===== src/rtl/core/emfd_pkg.sv =====
`timescale 1ns / 1ps

package emfd_pkg;

    // frame layout
    localparam logic [7:0] FRAME_HEADER = 8'h55;
    localparam int         FRAME_LEN    = 23;
    localparam int         CNT_W        = 5;
    localparam logic [CNT_W-1:0] CKSUM_IDX = CNT_W'(FRAME_LEN - 1);
    localparam logic [CNT_W-1:0] CUR_LO    = 5'd1;
    localparam logic [CNT_W-1:0] CUR_HI    = 5'd3;
    localparam logic [CNT_W-1:0] VOLT_LO   = 5'd4;
    localparam logic [CNT_W-1:0] VOLT_HI   = 5'd6;
    localparam logic [CNT_W-1:0] PWR_LO    = 5'd10;
    localparam logic [CNT_W-1:0] PWR_HI    = 5'd12;

    localparam int RAW_W = 24;

    // bit-serial multiplier: 32-bit multiplicand, 24-bit multiplier
    localparam int MCAND_W     = 32;
    localparam int MPLR_W      = 24;
    localparam int PROD_W      = MCAND_W + MPLR_W;
    localparam int MULT_STEPS  = MPLR_W;
    localparam int MULT_CNT_W  = $clog2(MULT_STEPS + 1);
    localparam int NUM_MULT    = 5;
    localparam int MUL_CUR     = 0;
    localparam int MUL_VOLT    = 1;
    localparam int MUL_PWR     = 2;
    localparam int MUL_DEN     = 3;
    localparam int MUL_NUM     = 4;

    // restoring divider for the power factor
    localparam int DIVISOR_W  = 2 * RAW_W;
    localparam int REM_W      = DIVISOR_W + 1;
    localparam int DIV_STEPS  = 15;
    localparam int DIV_CNT_W  = $clog2(DIV_STEPS + 1);

    localparam int PF_W = 16;
    localparam logic [PF_W-1:0] PF_MAX = 16'h7FFF;
    localparam logic [31:0] INT32_MAX_C = 32'h7FFF_FFFF;
    localparam logic [31:0] INT32_MIN_C = 32'h8000_0000;

    // output beat: seven fields, 184 bits
    localparam int OUT_TDATA_W = 184;

    // configuration
    localparam int CFG_IDX_W  = 3;
    localparam int CFG_DATA_W = 32;
    typedef enum logic [CFG_IDX_W-1:0] {
        CFG_CURRENT_GAIN  = 3'd0,
        CFG_VOLTAGE_GAIN  = 3'd1,
        CFG_POWER_GAIN    = 3'd2,
        CFG_PF_GAIN       = 3'd3,
        CFG_CHECKSUM_SEED = 3'd4
    } cfg_idx_t;

    localparam logic [31:0] CURRENT_GAIN_RST = 32'd66784828;
    localparam logic [31:0] VOLTAGE_GAIN_RST = 32'd1056278;
    localparam logic [31:0] POWER_GAIN_RST   = 32'd26912768;
    localparam logic [31:0] PF_GAIN_RST      = 32'd6400630;
    localparam logic [7:0]  SEED_RST         = 8'd88;

    typedef enum logic [1:0] {
        ST_IDLE,
        ST_MULT,
        ST_DIV,
        ST_LOAD
    } dec_state_t;

    // end-of-frame event from the parser
    typedef struct packed {
        logic done;
        logic good;
    } frame_evt_t;

endpackage


===== src/rtl/core/emfd_frame_parser.sv =====
`timescale 1ns / 1ps

module emfd_frame_parser (
    input  logic                      aclk,
    input  logic                      aresetn,
    input  logic                      beat_valid,
    input  logic [7:0]                rx_byte,
    input  logic [7:0]                seed,
    output emfd_pkg::frame_evt_t      evt,
    output logic [emfd_pkg::RAW_W-1:0] cur_raw,
    output logic [emfd_pkg::RAW_W-1:0] volt_raw,
    output logic [emfd_pkg::RAW_W-1:0] pwr_raw
);
    import emfd_pkg::*;

    logic [CNT_W-1:0] cnt_reg, cnt_next;
    logic [7:0]       sum_reg, sum_next;
    logic [RAW_W-1:0] cur_reg, cur_next;
    logic [RAW_W-1:0] volt_reg, volt_next;
    logic [RAW_W-1:0] pwr_reg, pwr_next;

    always_comb begin
        logic [1:0] lane;
        cnt_next  = cnt_reg;
        sum_next  = sum_reg;
        cur_next  = cur_reg;
        volt_next = volt_reg;
        pwr_next  = pwr_reg;
        evt       = '0;
        lane      = '0;
        if (beat_valid) begin
            if (cnt_reg == '0) begin
                // hunting: drop everything but the header
                if (rx_byte == FRAME_HEADER) begin
                    sum_next  = seed + rx_byte;
                    cur_next  = '0;
                    volt_next = '0;
                    pwr_next  = '0;
                    cnt_next  = CNT_W'(1);
                end
            end else if (cnt_reg < CKSUM_IDX) begin
                sum_next = sum_reg + rx_byte;
                cnt_next = cnt_reg + CNT_W'(1);
                if (cnt_reg >= CUR_LO && cnt_reg <= CUR_HI) begin
                    lane = 2'(cnt_reg - CUR_LO);
                    cur_next[lane*8 +: 8] = rx_byte;
                end else if (cnt_reg >= VOLT_LO && cnt_reg <= VOLT_HI) begin
                    lane = 2'(cnt_reg - VOLT_LO);
                    volt_next[lane*8 +: 8] = rx_byte;
                end else if (cnt_reg >= PWR_LO && cnt_reg <= PWR_HI) begin
                    lane = 2'(cnt_reg - PWR_LO);
                    pwr_next[lane*8 +: 8] = rx_byte;
                end
            end else begin
                // checksum byte closes the frame
                cnt_next = '0;
                evt.done = 1'b1;
                evt.good = (~sum_reg == rx_byte);
            end
        end
    end

    always_ff @(posedge aclk) begin
        if (!aresetn) begin
            cnt_reg  <= '0;
            sum_reg  <= '0;
            cur_reg  <= '0;
            volt_reg <= '0;
            pwr_reg  <= '0;
        end else begin
            cnt_reg  <= cnt_next;
            sum_reg  <= sum_next;
            cur_reg  <= cur_next;
            volt_reg <= volt_next;
            pwr_reg  <= pwr_next;
        end
    end

    assign cur_raw  = cur_reg;
    assign volt_raw = volt_reg;
    assign pwr_raw  = pwr_reg;

endmodule


===== src/rtl/core/emfd_serial_mult.sv =====
`timescale 1ns / 1ps

module emfd_serial_mult (
    input  logic                        aclk,
    input  logic                        aresetn,
    input  logic                        start,
    input  logic [emfd_pkg::MCAND_W-1:0] mcand,
    input  logic [emfd_pkg::MPLR_W-1:0]  mplr,
    output logic                        busy,
    output logic [emfd_pkg::PROD_W-1:0]  prod
);
    import emfd_pkg::*;

    logic                  busy_reg, busy_next;
    logic [MULT_CNT_W-1:0] cnt_reg, cnt_next;
    logic [MCAND_W-1:0]    mcand_reg, mcand_next;
    logic [MCAND_W-1:0]    hi_reg, hi_next;
    logic [MPLR_W-1:0]     lo_reg, lo_next;
    logic [MCAND_W:0]      psum;

    // one multiplier bit per cycle, LSB first; the product shifts in from the top
    assign psum = {1'b0, hi_reg} + (lo_reg[0] ? {1'b0, mcand_reg} : '0);

    always_comb begin
        busy_next  = busy_reg;
        cnt_next   = cnt_reg;
        mcand_next = mcand_reg;
        hi_next    = hi_reg;
        lo_next    = lo_reg;
        if (start) begin
            busy_next  = 1'b1;
            cnt_next   = MULT_CNT_W'(MULT_STEPS);
            mcand_next = mcand;
            hi_next    = '0;
            lo_next    = mplr;
        end else if (busy_reg) begin
            hi_next  = psum[MCAND_W:1];
            lo_next  = {psum[0], lo_reg[MPLR_W-1:1]};
            cnt_next = cnt_reg - MULT_CNT_W'(1);
            if (cnt_reg == MULT_CNT_W'(1)) begin
                busy_next = 1'b0;
            end
        end
    end

    always_ff @(posedge aclk) begin
        if (!aresetn) begin
            busy_reg <= 1'b0;
            cnt_reg  <= '0;
        end else begin
            busy_reg <= busy_next;
            cnt_reg  <= cnt_next;
        end
    end

    always_ff @(posedge aclk) begin
        mcand_reg <= mcand_next;
        hi_reg    <= hi_next;
        lo_reg    <= lo_next;
    end

    assign busy = busy_reg;
    assign prod = {hi_reg, lo_reg};

endmodule


===== src/rtl/core/emfd_serial_div.sv =====
`timescale 1ns / 1ps

module emfd_serial_div (
    input  logic                          aclk,
    input  logic                          aresetn,
    input  logic                          start,
    input  logic [emfd_pkg::REM_W-1:0]     dividend,
    input  logic [emfd_pkg::DIVISOR_W-1:0] divisor,
    output logic                          busy,
    output logic [emfd_pkg::DIV_STEPS-1:0] quotient
);
    import emfd_pkg::*;

    logic                 busy_reg, busy_next;
    logic [DIV_CNT_W-1:0] cnt_reg, cnt_next;
    logic [REM_W-1:0]     rem_reg, rem_next;
    logic [DIVISOR_W-1:0] dvsr_reg, dvsr_next;
    logic [DIV_STEPS-1:0] quo_reg, quo_next;
    logic                 ge;
    logic [REM_W-1:0]     diff;
    logic [REM_W-1:0]     kept;

    // dividend < 2*divisor on entry, so the partial remainder never
    // reaches twice the divisor and one quotient bit falls out per step
    assign ge   = rem_reg >= {1'b0, dvsr_reg};
    assign diff = rem_reg - {1'b0, dvsr_reg};
    assign kept = ge ? diff : rem_reg;

    always_comb begin
        busy_next = busy_reg;
        cnt_next  = cnt_reg;
        rem_next  = rem_reg;
        dvsr_next = dvsr_reg;
        quo_next  = quo_reg;
        if (start) begin
            busy_next = 1'b1;
            cnt_next  = DIV_CNT_W'(DIV_STEPS);
            rem_next  = dividend;
            dvsr_next = divisor;
            quo_next  = '0;
        end else if (busy_reg) begin
            rem_next = {kept[REM_W-2:0], 1'b0};
            quo_next = {quo_reg[DIV_STEPS-2:0], ge};
            cnt_next = cnt_reg - DIV_CNT_W'(1);
            if (cnt_reg == DIV_CNT_W'(1)) begin
                busy_next = 1'b0;
            end
        end
    end

    always_ff @(posedge aclk) begin
        if (!aresetn) begin
            busy_reg <= 1'b0;
            cnt_reg  <= '0;
        end else begin
            busy_reg <= busy_next;
            cnt_reg  <= cnt_next;
        end
    end

    always_ff @(posedge aclk) begin
        rem_reg  <= rem_next;
        dvsr_reg <= dvsr_next;
        quo_reg  <= quo_next;
    end

    assign busy     = busy_reg;
    assign quotient = quo_reg;

endmodule


===== src/rtl/core/energy_meter_frame_decoder_unit.sv =====
// Energy meter frame decoder. Received serial bytes come in one per s_ beat;
// bytes are dropped until a 0x55 header, then 23 bytes (header through
// checksum) are collected at one beat per cycle. On the checksum beat a bad
// frame sends the sequencer to its load state, which gives a result beat with
// m_tuser = 1 and all of m_tdata zero. A good frame yields the raw current,
// voltage and power words, the three values scaled by their Q8.24 gains, and
// a Q2.14 power factor, passing through five bit-serial shift-add multipliers
// running side by side, a ratio check, the 15-step restoring divider for the
// power factor when needed, and a load. s_tready is low after the checksum
// beat until the result is loaded; other bytes are taken even while a result
// waits on m_tready. Gains and the checksum seed are written through
// cfg_wr_en, cfg_index and cfg_wdata; the user must write them only while the
// block is idle, which the block does not enforce. A new seed applies from
// the next header, and indexes past the last register are ignored.
`timescale 1ns / 1ps

module energy_meter_frame_decoder_unit (
    input  logic                                aclk,
    input  logic                                aresetn,
    // config write port
    input  logic                                cfg_wr_en,
    input  logic [emfd_pkg::CFG_IDX_W-1:0]      cfg_index,
    input  logic [emfd_pkg::CFG_DATA_W-1:0]     cfg_wdata,
    // byte stream in
    input  logic                                s_tvalid,
    output logic                                s_tready,
    input  logic [7:0]                          s_tdata,   // [7:0] rx_byte
    // result stream out
    output logic                                m_tvalid,
    input  logic                                m_tready,
    // [23:0] current_raw, [47:24] voltage_raw, [71:48] power_raw,
    // [103:72] current_ua, [135:104] voltage_mv, [167:136] power_mw,
    // [183:168] power_factor_q14
    output logic [emfd_pkg::OUT_TDATA_W-1:0]    m_tdata,
    output logic [0:0]                          m_tuser    // [0] frame_status
);
    import emfd_pkg::*;

    // config registers
    logic [31:0] cur_gain_reg;
    logic [31:0] volt_gain_reg;
    logic [31:0] pwr_gain_reg;
    logic [31:0] pf_gain_reg;
    logic [7:0]  seed_reg;

    // sequencer and output register
    dec_state_t            state_reg, state_next;
    logic                  bad_reg, bad_next;
    logic [PF_W-1:0]       pf_q_reg, pf_q_next;
    logic                  m_tvalid_reg, m_tvalid_next;
    logic [OUT_TDATA_W-1:0] m_tdata_reg, m_tdata_next;
    logic [0:0]            m_tuser_reg, m_tuser_next;

    logic                  s_beat;
    frame_evt_t            frm_evt;
    logic [RAW_W-1:0]      cur_raw, volt_raw, pwr_raw;
    logic [RAW_W-1:0]      cur_mag, pwr_mag;

    logic                  mult_start;
    logic [NUM_MULT-1:0]   mult_busy;
    logic [MCAND_W-1:0]    mult_mcand [NUM_MULT];
    logic [MPLR_W-1:0]     mult_mplr  [NUM_MULT];
    logic [PROD_W-1:0]     mult_prod  [NUM_MULT];

    logic                  div_start;
    logic                  div_busy;
    logic [DIV_STEPS-1:0]  div_quo;

    logic [PROD_W-1:0]     pf_num;
    logic [DIVISOR_W-1:0]  pf_den;
    logic                  pf_over;
    logic                  out_free;

    // floor(x*g / 2^24) from the magnitude product; negative side rounds the
    // magnitude up, then both sides saturate to int32
    function automatic logic [31:0] scale_q24(input logic [PROD_W-1:0] prod,
                                              input logic neg);
        logic [31:0] mag;
        logic [31:0] mag_up;
        logic [31:0] res;
        mag    = prod[PROD_W-1:24];
        mag_up = mag + {31'b0, |prod[23:0]};
        if (neg) begin
            res = (mag_up > INT32_MIN_C) ? INT32_MIN_C : (~mag_up + 32'd1);
        end else begin
            res = mag[31] ? INT32_MAX_C : mag;
        end
        return res;
    endfunction

    //------------------------------------------------------------------
    // config writes
    //------------------------------------------------------------------
    always_ff @(posedge aclk) begin
        if (!aresetn) begin
            cur_gain_reg  <= CURRENT_GAIN_RST;
            volt_gain_reg <= VOLTAGE_GAIN_RST;
            pwr_gain_reg  <= POWER_GAIN_RST;
            pf_gain_reg   <= PF_GAIN_RST;
            seed_reg      <= SEED_RST;
        end else if (cfg_wr_en) begin
            case (cfg_index)
                CFG_CURRENT_GAIN:  cur_gain_reg  <= cfg_wdata;
                CFG_VOLTAGE_GAIN:  volt_gain_reg <= cfg_wdata;
                CFG_POWER_GAIN:    pwr_gain_reg  <= cfg_wdata;
                CFG_PF_GAIN:       pf_gain_reg   <= cfg_wdata;
                CFG_CHECKSUM_SEED: seed_reg      <= cfg_wdata[7:0];
                default: ;
            endcase
        end
    end

    //------------------------------------------------------------------
    // byte parser
    //------------------------------------------------------------------
    assign s_tready = (state_reg == ST_IDLE);
    assign s_beat   = s_tvalid && s_tready;

    emfd_frame_parser u_parser (
        .aclk       (aclk),
        .aresetn    (aresetn),
        .beat_valid (s_beat),
        .rx_byte    (s_tdata),
        .seed       (seed_reg),
        .evt        (frm_evt),
        .cur_raw    (cur_raw),
        .volt_raw   (volt_raw),
        .pwr_raw    (pwr_raw)
    );

    // magnitudes of the signed words; -2^23 maps to 2^23 unsigned
    assign cur_mag = cur_raw[RAW_W-1] ? (~cur_raw + RAW_W'(1)) : cur_raw;
    assign pwr_mag = pwr_raw[RAW_W-1] ? (~pwr_raw + RAW_W'(1)) : pwr_raw;

    //------------------------------------------------------------------
    // five bit-serial multipliers, all started together
    //------------------------------------------------------------------
    assign mult_mcand[MUL_CUR]  = cur_gain_reg;
    assign mult_mplr[MUL_CUR]   = cur_mag;
    assign mult_mcand[MUL_VOLT] = volt_gain_reg;
    assign mult_mplr[MUL_VOLT]  = volt_raw;
    assign mult_mcand[MUL_PWR]  = pwr_gain_reg;
    assign mult_mplr[MUL_PWR]   = pwr_mag;
    // power factor denominator |c|*v
    assign mult_mcand[MUL_DEN]  = {{(MCAND_W-RAW_W){1'b0}}, volt_raw};
    assign mult_mplr[MUL_DEN]   = cur_mag;
    // power factor numerator |p|*pf_gain
    assign mult_mcand[MUL_NUM]  = pf_gain_reg;
    assign mult_mplr[MUL_NUM]   = pwr_mag;

    for (genvar gi = 0; gi < NUM_MULT; gi++) begin : g_mult
        emfd_serial_mult u_mult (
            .aclk    (aclk),
            .aresetn (aresetn),
            .start   (mult_start),
            .mcand   (mult_mcand[gi]),
            .mplr    (mult_mplr[gi]),
            .busy    (mult_busy[gi]),
            .prod    (mult_prod[gi])
        );
    end

    assign pf_num  = mult_prod[MUL_NUM];
    assign pf_den  = mult_prod[MUL_DEN][DIVISOR_W-1:0];
    // ratio of 2 or more saturates without dividing
    assign pf_over = {1'b0, pf_num} >= {{(PROD_W-DIVISOR_W){1'b0}}, pf_den, 1'b0};

    emfd_serial_div u_div (
        .aclk     (aclk),
        .aresetn  (aresetn),
        .start    (div_start),
        .dividend (pf_num[REM_W-1:0]),
        .divisor  (pf_den),
        .busy     (div_busy),
        .quotient (div_quo)
    );

    //------------------------------------------------------------------
    // sequencer
    //------------------------------------------------------------------
    assign out_free = !m_tvalid_reg || m_tready;

    always_comb begin
        logic [PF_W-1:0] pf_out;
        logic            pf_neg;
        state_next    = state_reg;
        bad_next      = bad_reg;
        pf_q_next     = pf_q_reg;
        mult_start    = 1'b0;
        div_start     = 1'b0;
        m_tvalid_next = m_tvalid_reg && !m_tready;
        m_tdata_next  = m_tdata_reg;
        m_tuser_next  = m_tuser_reg;
        pf_neg        = cur_raw[RAW_W-1] ^ pwr_raw[RAW_W-1];
        pf_out        = pf_neg ? (~pf_q_reg + PF_W'(1))
                               : (pf_q_reg[PF_W-1] ? PF_MAX : pf_q_reg);

        case (state_reg)
            ST_IDLE: begin
                if (frm_evt.done) begin
                    bad_next = !frm_evt.good;
                    if (frm_evt.good) begin
                        mult_start = 1'b1;
                        state_next = ST_MULT;
                    end else begin
                        state_next = ST_LOAD;
                    end
                end
            end
            ST_MULT: begin
                if (mult_busy == '0) begin
                    if (pf_den == '0) begin
                        pf_q_next  = '0;
                        state_next = ST_LOAD;
                    end else if (pf_over) begin
                        pf_q_next  = PF_W'(1) << DIV_STEPS;
                        state_next = ST_LOAD;
                    end else begin
                        div_start  = 1'b1;
                        state_next = ST_DIV;
                    end
                end
            end
            ST_DIV: begin
                if (!div_busy) begin
                    pf_q_next  = {{(PF_W-DIV_STEPS){1'b0}}, div_quo};
                    state_next = ST_LOAD;
                end
            end
            ST_LOAD: begin
                if (out_free) begin
                    m_tvalid_next = 1'b1;
                    m_tuser_next  = bad_reg;
                    if (bad_reg) begin
                        m_tdata_next = '0;
                    end else begin
                        m_tdata_next = {pf_out,
                                        scale_q24(mult_prod[MUL_PWR], pwr_raw[RAW_W-1]),
                                        mult_prod[MUL_VOLT][PROD_W-1:24],
                                        scale_q24(mult_prod[MUL_CUR], cur_raw[RAW_W-1]),
                                        pwr_raw, volt_raw, cur_raw};
                    end
                    state_next = ST_IDLE;
                end
            end
            default: begin
                state_next = ST_IDLE;
            end
        endcase
    end

    always_ff @(posedge aclk) begin
        if (!aresetn) begin
            state_reg    <= ST_IDLE;
            bad_reg      <= 1'b0;
            m_tvalid_reg <= 1'b0;
        end else begin
            state_reg    <= state_next;
            bad_reg      <= bad_next;
            m_tvalid_reg <= m_tvalid_next;
        end
    end

    always_ff @(posedge aclk) begin
        pf_q_reg    <= pf_q_next;
        m_tdata_reg <= m_tdata_next;
        m_tuser_reg <= m_tuser_next;
    end

    assign m_tvalid = m_tvalid_reg;
    assign m_tdata  = m_tdata_reg;
    assign m_tuser  = m_tuser_reg;

    //------------------------------------------------------------------
    // checks
    //------------------------------------------------------------------
    a_bad_frame_zero: assert property (@(posedge aclk) disable iff (!aresetn)
        m_tvalid_reg && m_tuser_reg[0] |-> m_tdata_reg == '0)
        else $error("bad frame beat carries nonzero data");

    a_mult_lockstep: assert property (@(posedge aclk) disable iff (!aresetn)
        mult_busy != '0 |-> mult_busy == '1 && state_reg == ST_MULT)
        else $error("multipliers out of step or outside multiply phase");

    a_div_phase: assert property (@(posedge aclk) disable iff (!aresetn)
        div_busy |-> state_reg == ST_DIV)
        else $error("divider running outside divide phase");

    a_frame_end_idle: assert property (@(posedge aclk) disable iff (!aresetn)
        frm_evt.done |-> state_reg == ST_IDLE)
        else $error("frame closed while a result is in flight");

    a_load_once: assert property (@(posedge aclk) disable iff (!aresetn)
        state_reg == ST_LOAD && out_free |=> state_reg == ST_IDLE && m_tvalid_reg)
        else $error("load did not present a result");

endmodule

===== config.mk =====
export PLATFORM = sky130hd
export DESIGN_NAME = energy_meter_frame_decoder_unit
export DESIGN_NICKNAME = d
export VERILOG_FILES = /design/src/rtl/core/emfd_pkg.sv /design/src/rtl/core/emfd_frame_parser.sv /design/src/rtl/core/emfd_serial_mult.sv /design/src/rtl/core/emfd_serial_div.sv /design/src/rtl/core/energy_meter_frame_decoder_unit.sv
export SDC_FILE = /design/constraint.sdc
export NUM_CORES = 2
export LEC_CHECK = 0
export BUFFER_PORTS_ARGS = -buffer_cell sky130_fd_sc_hd__buf_2
export CORE_ASPECT_RATIO = 2
export CORE_UTILIZATION = 50
export DETAILED_ROUTE_END_ITERATION = 12
export GPL_TIMING_DRIVEN = 0
export HOLD_SLACK_MARGIN = 0.05
export PLACE_DENSITY = 0.67
export REMOVE_ABC_BUFFERS = 1
export SETUP_SLACK_MARGIN = 0.15
export SLEW_MARGIN = 25
export SYNTH_ARGS = -nofsm -noshare
export SYNTH_HDL_FRONTEND = slang
export SYNTH_HIERARCHICAL = 1
export SYNTH_SLANG_ARGS = --single-unit

===== constraint.sdc =====
create_clock -name aclk -period 11.05 [get_ports aclk]
set_input_delay 1.105 -clock aclk [delete_from_list [all_inputs] [get_ports aclk]]
set_output_delay 1.105 -clock aclk [all_outputs]
set_load 0.005 [all_outputs]

==> results.yml <==
run_status:
  outcome: "finished clean"
layout:
  fin_util_pct: 55.8
  instances_no_fill: 7614
  drive_above_1_share_pct: 12.5
  largest_reg_flops: 184
  nets: 6375
  multi_input_area_sq_um: 29600
  final_cell_area_sq_um: 63700
  area_growth_pct: 10.5
  nFillCells: 10200
  seq_area_sq_um: 26100
sta:
  worstMarginPinSlew_ps: 1160
  fin_crit_ps: 6360
  hold_viol_final: 0
  max_clock_freq_mhz: 157
  fin_worst_skew_ps: 29.7
  finalCritPeriodShare_pct: 57.5
  setup_viol: 0
  tns_ps: 0
  drv_slew: 0
  max_slew_margin_pct: 22.6
  rsz0062_at_grt: "false"
synth:
  synthMuxAreaShare_pct: 5.91
  synth-xor-area-share_pct: 4.62
  async_flop_share_pct: 0
  synth_top_family_by_area: "simple AND/OR/NAND/NOR gates"
  synth-simple-area-share_pct: 18.9
  synth_compound_area_share_pct: 15.1
  synth.distinct_cells: 122
  ys_warn_count: 6
  mappedNetlistArea_sq_um: 57600
  syn_inst: 5931
  synth_edf_count: 578
  synth_ff_type: "edfxtp_1"
  syn_area_per_cell_sq_um: 9.72
  yosys.area_share.adder_pct: 6.65
  synth_seq_cells: 1013
  yosysSeqAreaShare_pct: 45.2
power_and_ir_drop:
  power.total_mw: 7.42
  pwr-share-seq_pct: 53.4
  netSwitchingPower_mw: 1.61
  p_int_mw: 5.82
  power.density_nw_per_um2: 117
  ir_worst_vdd_uv: 135
  p_leak_nw: 23.6
  clkPwrFrac_pct: 45.0
  p_comb_share_pct: 1.6
  swShare_pct: 21.7
floorplanning:
  start_util_pct: 50.5
  core-area_sq_um: 114000
  die_h_microns: 482
  die_w_microns: 242
  dieArea_sq_um: 117000
  rows: 175
  pin_count: 235
global_routing:
  globalRouteTotalUtil_pct: 28.9
  antenna_found_initial: 6
  grt_first_pass_wirelength_microns: 260000
  grt_max_degree: 129
  grt_overflow: 0
  grt_pass1_vias: 45800
cts:
  post-cts-setup-buffer-count: 0
  numCtsBuffers: 94
  postCtsHoldBufs: 0
  clkLatencyLatePin_ps: 720
  cts_resized: 0
  cts-root-buf: "clkbuf_16"
  cts.path.max_buffers: 3
  cts_htree_levels: 3
  path_clk_slew_ps: 70
  clock_sinks: 1013
  cts_tree: "built"
critical_path:
  r2r_start: "g_mult[0].u_mult/lo_reg[0]"
  r2r.worst_path.cells: 14
  startpoint_type: "flip-flop"
  endpoint: "m_tdata[75]"
  required_ps: 11530
  r2r_slack_ps: 4690
  crit_type: "reg -> reg"
  rr_endpoint: "m_tdata[75]"
  crit_start: "g_mult[0].u_mult/lo_reg[0]"
  crit_fanout: 19
  cp_data_arrival_time_ps: 6830
  crit_path_end_kind: "flip-flop"
placement:
  portBuffers: 234
  gp_congestion: 0.983
  postPlaceCellArea_sq_um: 60600
  dp.cells: 7432
  dp_hpwl_microns: 129000
job:
  cap_viol_max_count: 0
route:
  drtIter0Drc: 2651
  drtPass1Iterations: 6
  routed_wl_microns: 172000
  via_per_inst: 5.98
  vias: 45500
  wl_per_cell_microns: 22.5
  drcViolationCount: 0
  ant_nets: 0
hold_path:
  worstHoldPathType: "reg -> reg"
-- power groups by stage --
stage / clock (mW) / combinational, mW / sequential (mW)
after detailed placement: 0 / 0.114 / 4.05
final: 3.34 / 0.115 / 3.97
after global placement: 0 / 0.113 / 4.05
after CTS: 3.42 / 0.115 / 3.97
after global routing: 3.56 / 0.121 / 3.96
after floorplan: 0 / 0.0397 / 4.05
-- cell type report --
cell class / count / area share [%]
diodes: 4 / 0.0157
clock buffers: 131 / 4.19
clock inverters: 46 / 0.723
inverters: 220 / 1.30
multi-input cells: 4406 / 46.5
flip-flops and latches: 1013 / 40.9
well taps: 1504 / 2.95
repair buffers: 290 / 3.37
-- how the worst min path moves through the flow --
| stage | startpoint | endpoint | cells after the start |
|---|---|---|---|
| 2_1_floorplan | cur_gain_reg[0] | g_mult[0].u_mult/mcand_reg[0] | 0 |
| 4_1_cts | pwr_gain_reg[27] | g_mult[2].u_mult/mcand_reg[27] | 0 |
| 3_5_place_dp | cur_gain_reg[18] | g_mult[0].u_mult/mcand_reg[18] | 0 |
| 3_3_place_gp | cur_gain_reg[15] | g_mult[0].u_mult/mcand_reg[15] | 0 |
| 6_report | pwr_gain_reg[27] | g_mult[2].u_mult/mcand_reg[27] | 0 |
| 5_1_grt | cur_gain_reg[7] | g_mult[0].u_mult/mcand_reg[7] | 0 |
-- worst max-delay path, cell delays in order, from the launching register on --
cell	delay, ps
edfxtp_1	600
nor4_1	510
and4_1	300
nand3_1	290
ha_1	380
ha_1	300
and4_1	350
nand2_1	350
nor2_1	260
o21ai_0	210
o2bb2ai_1	160
or4b_1	690
o21ai_2	870
o21ai_1	390
a311oi_1	420
-- cell usage after synthesis, types with 43 or more instances --
master	instances	area share [%]
and3_1	54	0.59
mux2_2	159	3.1
o21ai_0	228	2.0
inv_1	216	1.4
nor3_1	87	0.76
clkbuf_1	217	1.4
and2_1	187	2.0
nor2b_1	145	1.6
nand4_1	78	0.85
a21boi_0	99	1.3
a211oi_1	51	0.66
a31oi_1	43	0.47
xnor2_1	187	2.8
edfxtp_1	578	30
a21o_1	129	1.7
nand2_1	715	4.7
a21oi_1	324	2.8
nor4_1	60	0.65
mux2i_1	156	2.7
dfxtp_1	435	15
nor2_1	418	2.7
nand3_1	204	1.8
ha_1	295	6.4
xor2_1	117	1.8
-- per-layer routing --
metal	vias to the layer above	routed length, microns	global-route usage [%]
met4	6	13900	22.0
met1	22000	58400	27.9
li1	21600	-	-
met5	-	30	0
met2	1359	92300	55.5
met3	565	7000	3.49
-- cell families (layout without fill, tap and decap cells) --
| logic type | Yosys count | in the layout |
|---|---|---|
| flops | 1013 | 1013 |
| compound gates | 1284 | 1284 |
| other cells | 1 | 12 |
| buf+inv | 519 | 687 |
| mux | 319 | 319 |
| simple gates | 2189 | 2189 |
| fa+ha+maj | 302 | 302 |
| xor+xnor | 304 | 304 |
-- stage by stage --
step / setup slack [ps] / hold slack [ps]
final: 4690 / 425
after floorplan: -3390 / 408
after detailed placement: 4820 / 412
after global placement: -14960 / 412
after global routing: 4450 / 427
after CTS: 4750 / 427
-- cell usage in the layout (no fill, tap or decap), types with 58 or more instances in the layout --
cell type and instances:
nand2_1 714, edfxtp_1 578, dfxtp_1 425, nor2_1 410, a21oi_1 323, ha_1 295, buf_2 234, o21ai_0 228
inv_1 213, nand3_1 203, xnor2_1 186, and2_1 186, mux2_2 159, mux2i_1 156, nor2b_1 142, a21o_1 129
xor2_1 116, a21boi_0 99, clkbuf_16 98, nor3_1 84, nand4_1 78, nor4_1 58
(Power assumes the default switching activity.)
